==> src/sv/lir_pkg.sv <==
// Shared types, constants and helper functions for the linear-interpolation resampler.
// Used by every module of the block; has no dependencies of its own.
`default_nettype none

package lir_pkg;

  // Output ring depth and the width of a ring slot index.
  localparam int unsigned RingDepth = 4096;
  localparam int unsigned RingIdxW  = 12;

  // Sample, phase and configuration port widths.
  localparam int unsigned SampleW  = 16;
  localparam int unsigned FracW    = 8;
  localparam int unsigned PhaseW   = 16;
  localparam int unsigned TimeW    = 32;
  localparam int unsigned CfgIdxW  = 8;
  localparam int unsigned CfgDataW = 16;

  // One frame in phase units, the smallest usable step, and the 8-bit idle level.
  localparam int unsigned FracOne     = 256;
  localparam int unsigned MinStep     = 16;
  localparam int unsigned NarrowIdle  = 128;
  localparam int unsigned ResetStep   = 256;

  // Configuration register indexes.
  typedef enum logic [CfgIdxW-1:0] {
    CfgRateStep    = 8'd0,
    CfgLerpEnable  = 8'd1,
    CfgWideSamples = 8'd2,
    CfgStereo      = 8'd3
  } cfg_idx_e;

  // Configuration register file.
  typedef struct packed {
    logic [CfgDataW-1:0] rate_step;
    logic                lerp_enable;
    logic                wide_samples;
    logic                stereo;
  } cfg_t;

  // One output request from the sequencer: lane operands plus word control.
  typedef struct packed {
    logic                       valid;
    logic [RingIdxW-1:0]        ring_index;
    logic                       last_of_run;
    logic [FracW-1:0]           frac;
    logic signed [SampleW-1:0]  a_left;
    logic signed [SampleW-1:0]  b_left;
    logic signed [SampleW-1:0]  a_right;
    logic signed [SampleW-1:0]  b_right;
  } emit_t;

  // Bring a raw input sample to 16-bit signed: 8-bit samples are re-centered and shifted up.
  function automatic logic signed [SampleW-1:0] convert(input logic [SampleW-1:0] raw,
                                                        input logic wide);
    logic signed [SampleW-1:0] res;
    if (wide) begin
      res = raw;
    end else begin
      res = {~raw[7], raw[6:0], 8'h00};
    end
    return res;
  endfunction

endpackage

`default_nettype wire

==> src/sv/lir_if.sv <==
// Handshake interfaces for the resampler: input frames, output words and config writes.
// Widths come from lir_pkg.
`default_nettype none

// Input frame channel.
interface lir_in_if;
  logic                                valid;
  logic                                ready;
  logic                                first_of_chunk;
  logic                                last_of_chunk;
  logic signed [lir_pkg::SampleW-1:0]  left_raw;
  logic signed [lir_pkg::SampleW-1:0]  right_raw;
  logic [lir_pkg::TimeW-1:0]           painted_time;

  modport source(output valid, first_of_chunk, last_of_chunk, left_raw, right_raw,
                 painted_time, input ready);
  modport sink(input valid, first_of_chunk, last_of_chunk, left_raw, right_raw,
               painted_time, output ready);
endinterface

// Output word channel.
interface lir_out_if;
  logic                                valid;
  logic                                ready;
  logic [lir_pkg::RingIdxW-1:0]        ring_index;
  logic signed [lir_pkg::SampleW-1:0]  out_left;
  logic signed [lir_pkg::SampleW-1:0]  out_right;
  logic                                last_of_run;

  modport source(output valid, ring_index, out_left, out_right, last_of_run, input ready);
  modport sink(input valid, ring_index, out_left, out_right, last_of_run, output ready);
endinterface

// Configuration write channel.
interface lir_cfg_if;
  logic                          valid;
  logic                          ready;
  logic [lir_pkg::CfgIdxW-1:0]   index;
  logic [lir_pkg::CfgDataW-1:0]  data;

  modport source(output valid, index, data, input ready);
  modport sink(input valid, index, data, output ready);
endinterface

`default_nettype wire

==> src/sv/lir_lane.sv <==
// One channel lane: picks the earlier sample or blends linearly toward the next one.
// Depends on lir_pkg for widths.
`default_nettype none

module lir_lane (
  input  logic signed [lir_pkg::SampleW-1:0] a_i,
  input  logic signed [lir_pkg::SampleW-1:0] b_i,
  input  logic [lir_pkg::FracW-1:0]          frac_i,
  input  logic                               lerp_i,
  output logic signed [lir_pkg::SampleW-1:0] y_o
);

  logic signed [lir_pkg::SampleW:0]                  diff;
  logic signed [lir_pkg::SampleW+lir_pkg::FracW+1:0] prod;
  logic signed [lir_pkg::SampleW+1:0]                step_amt;
  logic signed [lir_pkg::SampleW+1:0]                sum;

  // Scaled difference, floored to whole sample units by an arithmetic shift.
  always_comb begin
    diff     = $signed({b_i[lir_pkg::SampleW-1], b_i})
               - $signed({a_i[lir_pkg::SampleW-1], a_i});
    prod     = diff * $signed({1'b0, frac_i});
    step_amt = (lir_pkg::SampleW+2)'(prod >>> lir_pkg::FracW);
    sum      = $signed({{2{a_i[lir_pkg::SampleW-1]}}, a_i}) + step_amt;
    y_o      = lerp_i ? sum[lir_pkg::SampleW-1:0] : a_i;
  end

endmodule

`default_nettype wire

==> src/sv/lir_seq.sv <==
// Phase sequencer: takes input frames, steps the output phase and drives both lanes.
// Depends on lir_pkg and the lir_in_if interface.
`default_nettype none

module lir_seq (
  input  logic                 clk_i,
  input  logic                 rst_ni,
  input  lir_pkg::cfg_t        cfg_i,
  lir_in_if.sink               in_i,
  input  logic                 adv_i,
  output lir_pkg::emit_t       emit_o
);

  typedef enum logic [1:0] {
    SIdle,
    SRun,
    SFlush
  } state_e;

  state_e                              state_q;
  logic [lir_pkg::PhaseW-1:0]          phase_q;
  logic [lir_pkg::TimeW-1:0]           write_pos_q;
  logic                                have_prev_q;
  logic                                last_q;
  logic signed [lir_pkg::SampleW-1:0]  prev_l_q;
  logic signed [lir_pkg::SampleW-1:0]  prev_r_q;
  logic signed [lir_pkg::SampleW-1:0]  cur_l_q;
  logic signed [lir_pkg::SampleW-1:0]  cur_r_q;

  logic [lir_pkg::PhaseW-1:0]          step;
  logic [lir_pkg::PhaseW:0]            phase_nxt;
  logic [lir_pkg::PhaseW-1:0]          phase_rem;
  logic [lir_pkg::PhaseW-1:0]          skip_rem;
  logic                                run_done;
  logic                                flush_after_run;
  logic                                restart;
  logic signed [lir_pkg::SampleW-1:0]  in_l;
  logic signed [lir_pkg::SampleW-1:0]  in_r;
  logic signed [lir_pkg::SampleW-1:0]  dflt;

  // Step, phase lookahead and frame conversion.
  always_comb begin
    step = (cfg_i.rate_step < lir_pkg::PhaseW'(lir_pkg::MinStep))
           ? lir_pkg::PhaseW'(lir_pkg::MinStep) : cfg_i.rate_step;
    phase_nxt       = {1'b0, phase_q} + {1'b0, step};
    phase_rem       = lir_pkg::PhaseW'(phase_nxt - (lir_pkg::PhaseW+1)'(lir_pkg::FracOne));
    skip_rem        = phase_q - lir_pkg::PhaseW'(lir_pkg::FracOne);
    run_done        = phase_nxt >= (lir_pkg::PhaseW+1)'(lir_pkg::FracOne);
    flush_after_run = last_q && (phase_rem < lir_pkg::PhaseW'(lir_pkg::FracOne));
    restart         = in_i.first_of_chunk || !have_prev_q;
    in_l            = lir_pkg::convert(in_i.left_raw, cfg_i.wide_samples);
    in_r            = cfg_i.stereo ? lir_pkg::convert(in_i.right_raw, cfg_i.wide_samples)
                                   : in_l;
    dflt            = cfg_i.wide_samples ? '0 : lir_pkg::SampleW'(lir_pkg::NarrowIdle);
  end

  // Output request toward the lanes and the merge stage.
  always_comb begin
    emit_o.valid       = (state_q != SIdle);
    emit_o.ring_index  = lir_pkg::RingIdxW'(write_pos_q % lir_pkg::TimeW'(lir_pkg::RingDepth));
    emit_o.last_of_run = run_done && ((state_q == SFlush) || !flush_after_run);
    emit_o.frac        = phase_q[lir_pkg::FracW-1:0];
    emit_o.a_left      = prev_l_q;
    emit_o.a_right     = prev_r_q;
    emit_o.b_left      = (state_q == SFlush) ? dflt : cur_l_q;
    emit_o.b_right     = (state_q == SFlush) ? dflt : cur_r_q;
  end

  assign in_i.ready = (state_q == SIdle);

  // Sequencer state, phase and write position.
  always_ff @(posedge clk_i or negedge rst_ni) begin
    if (!rst_ni) begin
      state_q     <= SIdle;
      phase_q     <= '0;
      write_pos_q <= '0;
      have_prev_q <= 1'b0;
      last_q      <= 1'b0;
      prev_l_q    <= '0;
      prev_r_q    <= '0;
      cur_l_q     <= '0;
      cur_r_q     <= '0;
    end else begin
      case (state_q)
        SIdle: begin
          if (in_i.valid) begin
            cur_l_q <= in_l;
            cur_r_q <= in_r;
            last_q  <= in_i.last_of_chunk;
            if (restart) begin
              // Chunk start: raise the write position and restart the phase.
              if (write_pos_q < in_i.painted_time) begin
                write_pos_q <= in_i.painted_time;
              end
              phase_q     <= '0;
              prev_l_q    <= in_l;
              prev_r_q    <= in_r;
              have_prev_q <= 1'b1;
              state_q     <= in_i.last_of_chunk ? SFlush : SIdle;
            end else if (phase_q < lir_pkg::PhaseW'(lir_pkg::FracOne)) begin
              state_q <= SRun;
            end else begin
              // No output falls before this frame.
              prev_l_q <= in_l;
              prev_r_q <= in_r;
              if (in_i.last_of_chunk) begin
                if (skip_rem < lir_pkg::PhaseW'(lir_pkg::FracOne)) begin
                  phase_q <= skip_rem;
                  state_q <= SFlush;
                end else begin
                  phase_q     <= '0;
                  have_prev_q <= 1'b0;
                end
              end else begin
                phase_q <= skip_rem;
              end
            end
          end
        end
        SRun: begin
          if (adv_i) begin
            write_pos_q <= write_pos_q + 1'b1;
            if (run_done) begin
              prev_l_q <= cur_l_q;
              prev_r_q <= cur_r_q;
              if (flush_after_run) begin
                phase_q <= phase_rem;
                state_q <= SFlush;
              end else if (last_q) begin
                phase_q     <= '0;
                have_prev_q <= 1'b0;
                state_q     <= SIdle;
              end else begin
                phase_q <= phase_rem;
                state_q <= SIdle;
              end
            end else begin
              phase_q <= phase_nxt[lir_pkg::PhaseW-1:0];
            end
          end
        end
        SFlush: begin
          if (adv_i) begin
            write_pos_q <= write_pos_q + 1'b1;
            if (run_done) begin
              phase_q     <= '0;
              have_prev_q <= 1'b0;
              state_q     <= SIdle;
            end else begin
              phase_q <= phase_nxt[lir_pkg::PhaseW-1:0];
            end
          end
        end
        default: begin
          state_q <= SIdle;
        end
      endcase
    end
  end

endmodule

`default_nettype wire

==> src/sv/lir_merge.sv <==
// Merge stage: combines the two lane results into one output word held in a register.
// Depends on lir_pkg and the lir_out_if interface.
`default_nettype none

module lir_merge (
  input  logic                               clk_i,
  input  logic                               rst_ni,
  input  lir_pkg::emit_t                     emit_i,
  input  logic signed [lir_pkg::SampleW-1:0] lane_left_i,
  input  logic signed [lir_pkg::SampleW-1:0] lane_right_i,
  input  logic                               stereo_i,
  output logic                               adv_o,
  lir_out_if.source                          out_o
);

  logic                               valid_q;
  logic [lir_pkg::RingIdxW-1:0]       ring_q;
  logic signed [lir_pkg::SampleW-1:0] left_q;
  logic signed [lir_pkg::SampleW-1:0] right_q;
  logic                               last_q;

  // The register takes a new word when empty or when its word leaves.
  assign adv_o = !valid_q || out_o.ready;

  always_ff @(posedge clk_i or negedge rst_ni) begin
    if (!rst_ni) begin
      valid_q <= 1'b0;
    end else if (adv_o) begin
      valid_q <= emit_i.valid;
    end
  end

  // Word payload; mono copies the left lane to both channels.
  always_ff @(posedge clk_i) begin
    if (adv_o && emit_i.valid) begin
      ring_q  <= emit_i.ring_index;
      left_q  <= lane_left_i;
      right_q <= stereo_i ? lane_right_i : lane_left_i;
      last_q  <= emit_i.last_of_run;
    end
  end

  assign out_o.valid       = valid_q;
  assign out_o.ring_index  = ring_q;
  assign out_o.out_left    = left_q;
  assign out_o.out_right   = right_q;
  assign out_o.last_of_run = last_q;

endmodule

`default_nettype wire

==> src/sv/linear_interp_audio_resampler.sv <==
// Top level of the linear-interpolation audio resampler: config registers, sequencer,
// two channel lanes and the merge stage. Depends on lir_pkg, lir_if and all lir_* modules.
//
// Usage:
//   cfg_i  : register writes (index, data); always ready. Write only while the block is idle.
//   in_i   : one audio frame per word; ready only while the sequencer is idle.
//   out_o  : resampled stereo words with their ring slot; last_of_run marks the final
//            word caused by one input frame.
// Timing: a frame is accepted in the idle state, then the sequencer issues each output
//   word it causes in turn (up to 32 when stepping up in rate and flushing a chunk end).
//   The left and right lanes work in the same cycle, so one word leaves per cycle while
//   out_o.ready is high. Each issued word is captured in the merge stage's output register.
// Reset: registers return to step 256, no interpolation, 16-bit, stereo; phase and
//   write position clear and no frame is pending.
// Stall: while out_o.ready is low the output register holds its word and the sequencer
//   waits; a frame that causes no word can still be taken.
`default_nettype none

module linear_interp_audio_resampler (
  input  logic        clk_i,
  input  logic        rst_ni,
  lir_cfg_if.sink     cfg_i,
  lir_in_if.sink      in_i,
  lir_out_if.source   out_o
);

  lir_pkg::cfg_t                       cfg_q;
  lir_pkg::emit_t                      emit;
  logic                                adv;
  logic signed [lir_pkg::SampleW-1:0]  lane_left;
  logic signed [lir_pkg::SampleW-1:0]  lane_right;

  // Configuration registers.
  assign cfg_i.ready = 1'b1;

  always_ff @(posedge clk_i or negedge rst_ni) begin
    if (!rst_ni) begin
      cfg_q.rate_step    <= lir_pkg::CfgDataW'(lir_pkg::ResetStep);
      cfg_q.lerp_enable  <= 1'b0;
      cfg_q.wide_samples <= 1'b1;
      cfg_q.stereo       <= 1'b1;
    end else if (cfg_i.valid) begin
      case (cfg_i.index)
        lir_pkg::CfgRateStep:    cfg_q.rate_step    <= cfg_i.data;
        lir_pkg::CfgLerpEnable:  cfg_q.lerp_enable  <= cfg_i.data[0];
        lir_pkg::CfgWideSamples: cfg_q.wide_samples <= cfg_i.data[0];
        lir_pkg::CfgStereo:      cfg_q.stereo       <= cfg_i.data[0];
        default: begin
        end
      endcase
    end
  end

  // Phase sequencer.
  lir_seq u_seq (
    .clk_i  (clk_i),
    .rst_ni (rst_ni),
    .cfg_i  (cfg_q),
    .in_i   (in_i),
    .adv_i  (adv),
    .emit_o (emit)
  );

  // Left and right lanes.
  lir_lane u_lane_left (
    .a_i    (emit.a_left),
    .b_i    (emit.b_left),
    .frac_i (emit.frac),
    .lerp_i (cfg_q.lerp_enable),
    .y_o    (lane_left)
  );

  lir_lane u_lane_right (
    .a_i    (emit.a_right),
    .b_i    (emit.b_right),
    .frac_i (emit.frac),
    .lerp_i (cfg_q.lerp_enable),
    .y_o    (lane_right)
  );

  // Merge into the output register.
  lir_merge u_merge (
    .clk_i        (clk_i),
    .rst_ni       (rst_ni),
    .emit_i       (emit),
    .lane_left_i  (lane_left),
    .lane_right_i (lane_right),
    .stereo_i     (cfg_q.stereo),
    .adv_o        (adv),
    .out_o        (out_o)
  );

  // A frame is only taken while no word is being issued.
  a_accept_idle : assert property (@(posedge clk_i) disable iff (!rst_ni)
    in_i.valid && in_i.ready |-> !emit.valid)
    else $error("input word accepted while the sequencer issues output");

  // A stalled request stays in place.
  a_hold_on_stall : assert property (@(posedge clk_i) disable iff (!rst_ni)
    emit.valid && !adv |=> emit.valid && $stable(emit.ring_index) && $stable(emit.frac))
    else $error("sequencer request changed during a stall");

  // Words within one run take consecutive ring slots.
  a_ring_step : assert property (@(posedge clk_i) disable iff (!rst_ni)
    out_o.valid && out_o.ready && !out_o.last_of_run |=>
      !out_o.valid ||
      out_o.ring_index == lir_pkg::RingIdxW'((32'($past(out_o.ring_index)) + 32'd1)
                                            % lir_pkg::RingDepth))
    else $error("ring slot did not advance by one within a run");

endmodule

`default_nettype wire

==> src/flat_wrapper.sv <==
// flat-port wrapper written by rule: the top's interface ports become plain ports
module linear_interp_audio_resampler_flat 
  (clk_i, rst_ni, cfg_i_valid, cfg_i_index, cfg_i_data, cfg_i_ready, in_i_valid, in_i_first_of_chunk, in_i_last_of_chunk, in_i_left_raw, in_i_right_raw, in_i_painted_time, in_i_ready, out_o_valid, out_o_ring_index, out_o_out_left, out_o_out_right, out_o_last_of_run, out_o_ready);
  lir_cfg_if cfg_i_i ();
  lir_in_if in_i_i ();
  lir_out_if out_o_i ();
  input  logic clk_i;
  input  logic rst_ni;
  input wire logic [$bits(cfg_i_i.valid)-1:0] cfg_i_valid;
  input wire logic [$bits(cfg_i_i.index)-1:0] cfg_i_index;
  input wire logic [$bits(cfg_i_i.data)-1:0] cfg_i_data;
  output wire logic [$bits(cfg_i_i.ready)-1:0] cfg_i_ready;
  input wire logic [$bits(in_i_i.valid)-1:0] in_i_valid;
  input wire logic [$bits(in_i_i.first_of_chunk)-1:0] in_i_first_of_chunk;
  input wire logic [$bits(in_i_i.last_of_chunk)-1:0] in_i_last_of_chunk;
  input wire logic [$bits(in_i_i.left_raw)-1:0] in_i_left_raw;
  input wire logic [$bits(in_i_i.right_raw)-1:0] in_i_right_raw;
  input wire logic [$bits(in_i_i.painted_time)-1:0] in_i_painted_time;
  output wire logic [$bits(in_i_i.ready)-1:0] in_i_ready;
  output wire logic [$bits(out_o_i.valid)-1:0] out_o_valid;
  output wire logic [$bits(out_o_i.ring_index)-1:0] out_o_ring_index;
  output wire logic [$bits(out_o_i.out_left)-1:0] out_o_out_left;
  output wire logic [$bits(out_o_i.out_right)-1:0] out_o_out_right;
  output wire logic [$bits(out_o_i.last_of_run)-1:0] out_o_last_of_run;
  input wire logic [$bits(out_o_i.ready)-1:0] out_o_ready;
  assign cfg_i_i.valid = cfg_i_valid;
  assign cfg_i_i.index = cfg_i_index;
  assign cfg_i_i.data = cfg_i_data;
  assign cfg_i_ready = cfg_i_i.ready;
  assign in_i_i.valid = in_i_valid;
  assign in_i_i.first_of_chunk = in_i_first_of_chunk;
  assign in_i_i.last_of_chunk = in_i_last_of_chunk;
  assign in_i_i.left_raw = in_i_left_raw;
  assign in_i_i.right_raw = in_i_right_raw;
  assign in_i_i.painted_time = in_i_painted_time;
  assign in_i_ready = in_i_i.ready;
  assign out_o_valid = out_o_i.valid;
  assign out_o_ring_index = out_o_i.ring_index;
  assign out_o_out_left = out_o_i.out_left;
  assign out_o_out_right = out_o_i.out_right;
  assign out_o_last_of_run = out_o_i.last_of_run;
  assign out_o_i.ready = out_o_ready;
  linear_interp_audio_resampler u_core (.clk_i(clk_i), .rst_ni(rst_ni), .cfg_i(cfg_i_i), .in_i(in_i_i), .out_o(out_o_i));
endmodule
==> config.mk <==
export PLATFORM = sky130hd
export DESIGN_NAME = linear_interp_audio_resampler_flat
export DESIGN_NICKNAME = d
export VERILOG_FILES = /design/src/sv/lir_pkg.sv /design/src/sv/lir_if.sv /design/src/sv/lir_lane.sv /design/src/sv/lir_seq.sv /design/src/sv/lir_merge.sv /design/src/sv/linear_interp_audio_resampler.sv /design/src/flat_wrapper.sv
export SDC_FILE = /design/constraint.sdc
export NUM_CORES = 1
export LEC_CHECK = 0
export BUFFER_PORTS_ARGS = -buffer_cell sky130_fd_sc_hd__clkbuf_2
export CAP_MARGIN = 10
export CORE_MARGIN = 2
export CORE_UTILIZATION = 50
export DETAILED_ROUTE_END_ITERATION = 10
export GPL_TIMING_DRIVEN = 0
export PLACE_DENSITY_LB_ADDON = 0.15
export SETUP_SLACK_MARGIN = 0.15
export SLEW_MARGIN = 15
export SYNTH_ARGS = -nofsm -noshare
export SYNTH_HDL_FRONTEND = slang
export SYNTH_SLANG_ARGS = --single-unit
export TNS_END_PERCENT = 30
==> constraint.sdc <==
create_clock -name clk_i -period 11.7 [get_ports clk_i]
set_clock_uncertainty 0.15 [all_clocks]
set_input_delay 1.17 -clock clk_i [delete_from_list [all_inputs] [get_ports clk_i]]
set_output_delay 1.17 -clock clk_i [all_outputs]
set_load 0.02 [all_outputs]
# After elaboration in Yosys (flattened, before gate mapping)
# Cells that the tools add are included.
totals:
  output_inout_bits: 48
  reg_bits: 181
  wordCells: 145
  in_bits: 95
classes:
  mux: 63
  n_lt_le_gt_ge: 6
  n_bitwise: 2
  n_reduce_logical: 26
  add_sub_neg: 8
  mul: 2
  eq_ne: 20
op_table:
  columns: ["operator", "n"]
  rows:
  - ["two-way mux 16 bit", 30]
  - ["two-way mux 32 bit", 4]
  - ["case mux 16 bit (2 select lines)", 2]
  - ["case mux 32 bit (2 select lines)", 1]
  - ["less-than comparator 16 x 9 -> 1 bit (second input constant)", 3]
  - ["multiplier 17 x 9 -> 24 bit", 2]
  - ["case mux 16 bit (3 select lines)", 1]
  - ["subtractor 16 x 16 -> 17 bit", 2]
  - ["adder 16 bit", 2]
  - ["adder 32 x 1 -> 32 bit (second input constant)", 1]
  - ["less-than comparator 32 bit", 1]
  - ["subtractor 16 x 9 -> 16 bit (second input constant)", 2]
  - ["two-way mux 2 bit", 11]
  - ["adder 16 x 16 -> 17 bit", 1]
  - ["greater-or-equal comparator 17 x 9 -> 1 bit (second input constant)", 1]
  - ["== test 8 x 2 -> 1 bit (second input constant)", 2]
  - ["less-than comparator 16 x 5 -> 1 bit (second input constant)", 1]
  - ["AND reduction 5 bit", 3]
  - ["inequality test 2 bit (second input constant)", 7]
  - ["two-way mux 1 bit", 11]
  - ["AND reduction 11 bit", 1]
  - ["AND reduction 2 bit", 5]
  - ["== test 8 x 1 -> 1 bit (second input constant)", 1]
  - ["logical NOT 8 bit", 1]
  - ["19 further kinds", 31]

# Depth between registers and ports, before layout
logic_depth:
  word_depth: 10
  mapped_depth: 44
  mapped_depth_nobuf: 44

# Hierarchy
# From an unflattened synthesis, not the netlist that was laid out.
unflattened:
  cells_unflattened: 2653
  area_unflattened_um2: 23358.7
by_module_without_submodules:
  columns: ["mod", "instances", "seq_area_each_um2", "area_each_um2", "cells_per_inst"]
  rows:
  - ["lir_seq", 1, 2902.8, 8693.3, 1021]
  - ["lir_lane at u_core.u_lane_right", 1, 0.0, 6256.0, 779]
  - ["lir_lane at u_core.u_lane_left", 1, 0.0, 5921.9, 738]
  - ["lir_merge", 1, 1376.3, 1644.1, 67]
  - ["linear_interp_audio_resampler", 1, 479.2, 843.3, 48]

# Least setup slack after synthesis
# No wires, ideal clock.
synth_path:
  path_type: "reg2reg"
  from: "register u_core.u_seq.state_q[0]"
  to: "register u_core.u_merge.right_q, in the netlist u_core.u_merge.out_o.out_right[15], data pin"
  t_required_ns: 11.376
  n_path_buf: 2
  stages_incl_launch_ff: 41
  arrival_time_ns: 9.150
  setup_time_ns: 0.174
  path_slack_ns: 2.226
  period_less_slack_ns: 9.474
  path_cell_list: "dfrtp_1 -> inv_1 -> ha_1 -> clkbuf_1 -> clkbuf_1 -> nor2b_1 -> ha_1 -> o21ai_0 -> a21o_1 -> a21oi_1 -> o21a_1 -> o21ai_0 -> a21o_1 -> a21oi_1 -> a21oi_1 -> mux2_2 -> fa_1 -> inv_1 -> [... 5 more ...] -> ha_1 -> o21ai_0 -> nor2b_1 -> a21oi_1 -> a2111oi_0 -> nor3b_1 -> o21a_1 -> nor2_1 -> xnor2_1 -> ha_1 -> nand2_1 -> a31oi_1 -> o21a_1 -> nor2_1 -> xnor2_1 -> xnor2_1 -> a32o_1 -> a311oi_1"
synth_between:
  elab_chain_cells: 7
  word_cells_on_any_way: 12
  cone_classes: "add/sub: 4; mul: 2; eq/ne: 1; mux: 5"
synth_lines:
  columns: ["item", "line", "rtl"]
  rows:
  - ["start: declaration", "lir_seq.sv:20", "state_e state_q;"]
  - ["start signal: assignment", "lir_seq.sv:74", "state_q <= SIdle;"]
  - ["start signal: assignment", "lir_seq.sv:99", "state_q <= in_i.last_of_chunk ? SFlush : SIdle;"]
  - ["start signal: assignment", "lir_seq.sv:101", "state_q <= SRun;"]
  - ["== test 2 bit (*)", "lir_seq.sv:65, lir_seq.sv:66", null]
  - ["two-way mux 16 bit, on equally long branches", "lir_seq.sv:65, lir_seq.sv:66", null]
  - ["subtractor 16 x 16 -> 17 bit", "lir_lane.sv:21", "- $signed({a_i[lir_pkg::SampleW-1], a_i});"]
  - ["multiplier 17 x 9 -> 24 bit", "lir_lane.sv:22", "prod = diff * $signed({1'b0, frac_i});"]
  - ["adder 16 bit", "lir_lane.sv:24", "sum = $signed({{2{a_i[lir_pkg::SampleW-1]}}, a_i}) + step_amt;"]
  - ["two-way mux 16 bit", "lir_lane.sv:25", "y_o = lerp_i ? sum[lir_pkg::SampleW-1:0] : a_i;"]
  - ["two-way mux 16 bit (*)", "lir_merge.sv:38", "right_q <= stereo_i ? lane_right_i : lane_left_i;"]
  - ["end signal: assignment", "lir_merge.sv:38", null]
  - ["end: declaration", "lir_merge.sv:19", "logic signed [lir_pkg::SampleW-1:0] right_q;"]
# Every way passes the cells marked *; elsewhere a longest branch is shown, timed or not.
# A chain may end at the register's enable or synchronous reset.

# Worst setup path in the final report
# Ends and elaborated chain as after synthesis.

==> key figures <==
Run status
  • Status: complete, no violations

Yosys
  • Synth async-reset ratio: 75.1%
  • Gate count after technology mapping: ~2,700
  • Synth Register Bits: 181
  • Post-synth EDFFs: 45
  • Cell area after synthesis: 23,000 sq um
  • Top cell type's share of synthesized area: between 10% and 20%
  • Synth cell types: 87
  • Most frequent cell after synthesis: inv_1
  • Synthesis Warnings: 0
  • Main synth FF type: dfrtp_1
  • Register area share after synthesis: between 20% and 30%
  • Most instantiated cells after synthesis: inv_1, nand2_1, ha_1, fa_1, nor2_1
  • Synth area leader: fa_1
  • Top cells by area, synth: fa_1, dfrtp_1, ha_1
  • Avg Synthesized Cell Area: 8.64 sq um
  • Syn_nets: about 3,200

Critical path
  • Crit path largest cell delay: between 0.7 and 0.8 ns
  • Crit-path leading delay family: compound AO/OA/AOI/OAI gates
  • Worst path bufs/invs: 6
  • Arr. time, crit path: 11.03 ns
  • Reg2Reg Setup Slack: 0.80 ns
  • Critical Path Stages: 40
  • Critical Path Slowest Stage Cell: o311ai_2
  • Worst path required time: about 12 ns
  • Setup CP Type: flop to flop
  • Crit Reg-Reg Endpoint: u_core.u_merge.out_o.out_right[15]
  • Crit Path Max Fanout: 10
  • Cells on worst reg2reg path: 40
  • Worst setup EP type: flop
  • FF-to-FF Start: u_core.u_seq.state_q[0]
  • Critical Path Source Type: flop

Floorplanning
  • Die area: about 48,000 sq um
  • Die outline height: 219 um
  • Core region area: around 45,000 sq um
  • Initial Util: about half
  • Io pins: ~140
  • Cell row count: between 70 and 80
  • Die Span X: 219 um

Placement
  • Placer Congestion: 0.982
  • Buffers on Ports: 141
  • Place WS: -0.0944 ns
  • DP Wirelength: 57.6 mm

STA
  • Fmax: 91.8 MHz
  • Final Cycle Share: 93.1%
  • Max-slew headroom: around 29%
  • Setup ws final: between 0.8 and 0.9 ns
  • # setup viols final: 0
  • Worst slew pin tran: between 1 and 1.5 ns
  • Hold Fails Final Rpt: 0
  • Fin crit period: ~11 ns
  • RSZ-0062 raised after global routing: no
  • Hold slack: 0.339 ns
  • Pins Over Slew Limit: 0

Hold path
  • Hold Path Class: flop to flop
  • Min-Delay Path Depth: 1
  • Hold_sp: u_core.u_seq.have_prev_q
  • WHS Endpoint: u_core.u_seq.have_prev_q

Job
  • # Max-Cap Violations: 0

Power
  • Tot Pwr: between 0.005 and 0.006 W
  • Static leakage: 12.5 nW
  • PwrDens: around 220 nW/um^2
  • Max VDD drop: roughly 0.00016 V

Drt
  • Drt drc: 0
  • Via count: about 20,000
  • Drt wl/cell: roughly 21 um
  • Vias per cell: ~5.8
  • Drt pass-1 iters: 6
  • Detailed-route wire length: 70.6 mm
  • Starting DRT DRC Count: about 1,500
  • ANT nets after route: 0

Clock tree
  • Clock-pin slew on the worst setup and hold paths: around 0.07 ns
  • Hold buffers post-CTS: 0
  • # H-tree levels: 4
  • TritonCTS Buffers: 17
  • Clock latency on the worst-skew pair: between 0.4 and 0.5 ns
  • CTS max path bufs: 2
  • CTS tree: built
  • Postcts setup bufs: 0
  • Root buf cell: clkbuf_16
  • Num Clock Sinks: roughly 180

GRT
  • Gr usage total: between 30 and 40%
  • Antenna violations before repair: 2
  • Total grt overflow: 0
  • First-pass GRT wire length: 112 mm
  • Vias in the first global route: 20,300
  • Largest net degree at the start of global routing: 85

Cells and area
  • Layout Area Growth over Synthesis: 9.40%
  • Layout Utilization: ~55%
  • Layout cells sized above 1: a little over a tenth
  • Final net count: 3,343
registers in the layout, indices dropped and copies added, names as in the netlist:
| register | cells |
|---|---|
| u_core.u_seq.last_q | 1 |
| u_core.u_seq.write_pos_q | 32 |
| u_core.u_seq.state_q | 2 |
| u_core.u_seq.have_prev_q | 1 |
| u_core.u_merge.out_o.ring_index | 12 |
| u_core.u_merge.out_o.last_of_run | 1 |
| u_core.u_merge.out_o.out_left | 16 |
| u_core.u_seq.prev_l_q | 16 |
| u_core.u_seq.cur_r_q | 16 |
| u_core.u_merge.out_o.valid | 1 |
| u_core.u_merge.out_o.out_right | 16 |
| u_core.u_seq.phase_q | 16 |
| u_core.u_seq.cur_l_q | 16 |
| u_core.cfg_q | 19 |
| u_core.u_seq.prev_r_q | 16 |
logic make-up (layout without fill, tap and decap cells):
kind of cell / after synthesis / after routing / share of synthesized area [%]
DFF: 181 / 181 / 20.7
muxes: 87 / 87 / 4.20
adders and majority gates: 421 / 421 / 29.6
and+or+nand+nor: 932 / 932 / 19.8
AOI/OAI and AO/OA: 448 / 448 / 13.7
xor gates and xnor gates: 96 / 96 / 3.65
buffers and inverters: 499 / 674 / 8.34
other: 1 / 3 / 0.0163
report_power, final:
part | internal, W | switching, W | total (W)
sequential | 0.000944 | 0.000237 | 0.00118
combinational | 0.00131 | 0.00257 | 0.00388
clock | 0.000282 | 0.000302 | 0.000584
per-layer routing:
metal | GRT usage [%] | part of all wire (%) | routed length (um)
met4 | 11.7 | 4.2 | 2940
met3 | 4.83 | 6.7 | 4710
met1 | 40.0 | 42 | 29900
met2 | 50.3 | 47 | 33000
met5 | 0 | 0 | 0
what timing repair did:
| action | CTS | global route |
|---|---|---|
| gates resized for setup | 3 | 14 |
| hold endpoints to repair | 0 | 0 |
| endpoints found under the setup margin | 2 | 5 |
layout make-up:
class	count	area, sq um
Antenna cell	2	5.00
Buffer	113	474
Timing Repair Buffer	143	762
Clock buffer	17	425
Sequential cell	181	4760
Tap cell	600	751
Inverter	386	1450
Fill cell	4168	20200
Multi-Input combinational cell	1985	16400
Clock inverter	15	138
how the worst max path moves through the flow:
stage	start	end	slack (ns)
final	u_core.u_seq.state_q[0]	u_core.u_merge.out_o.out_right[15]	0.80
after global routing	u_core.u_seq.state_q[0]	u_core.u_merge.out_o.out_right[15]	0.15
after CTS	u_core.u_seq.state_q[0]	u_core.u_merge.out_o.out_right[15]	0.37
after detailed placement	u_core.u_seq.state_q[0]	u_core.u_merge.out_o.out_right[15]	-0.09
after global placement	u_core.u_seq.state_q[0]	u_core.u_merge.out_o.out_right[15]	-0.03
after floorplan	u_core.u_seq.state_q[0]	u_core.u_merge.out_o.out_right[15]	2.23
worst reg2reg max path: cells and delay by family, from the launching register on:
family                   cells  cell delay, ns
adder cells (fa/ha/maj)      8            3.36
flip-flops                   1            0.42
AO/OA/AOI/OAI               15            4.16
AND/OR/NAND/NOR              8            1.03
XOR/XNOR                     3            0.65
buffers and inverters        6            0.95
per-stage QoR:
stage | TNS, ns | area [sq um] | instances
2_1_floorplan | 0 | 23000 | 2665
3_3_place_gp | -0.0312 | 24500 | 3406
3_5_place_dp | -0.0944 | 24500 | 3408
4_1_cts | 0 | 25100 | 3440
5_1_grt | 0 | 25200 | 3440
6_report | 0 | 25200 | 3442
layout by cell type (no fill, tap or decap), drive strengths merged, types with 48 or more instances in the layout:
cell type / instances
and2: 111
o21ai: 108
nand2: 291
xnor2: 66
nor3: 48
a21oi: 88
fa: 205
dfrtp: 133
a21o: 52
nor2: 181
clkbuf: 255
nor2b: 64
inv: 394
nand3: 93
ha: 216
No activity file was read; power rests on OpenSTA's default activity.
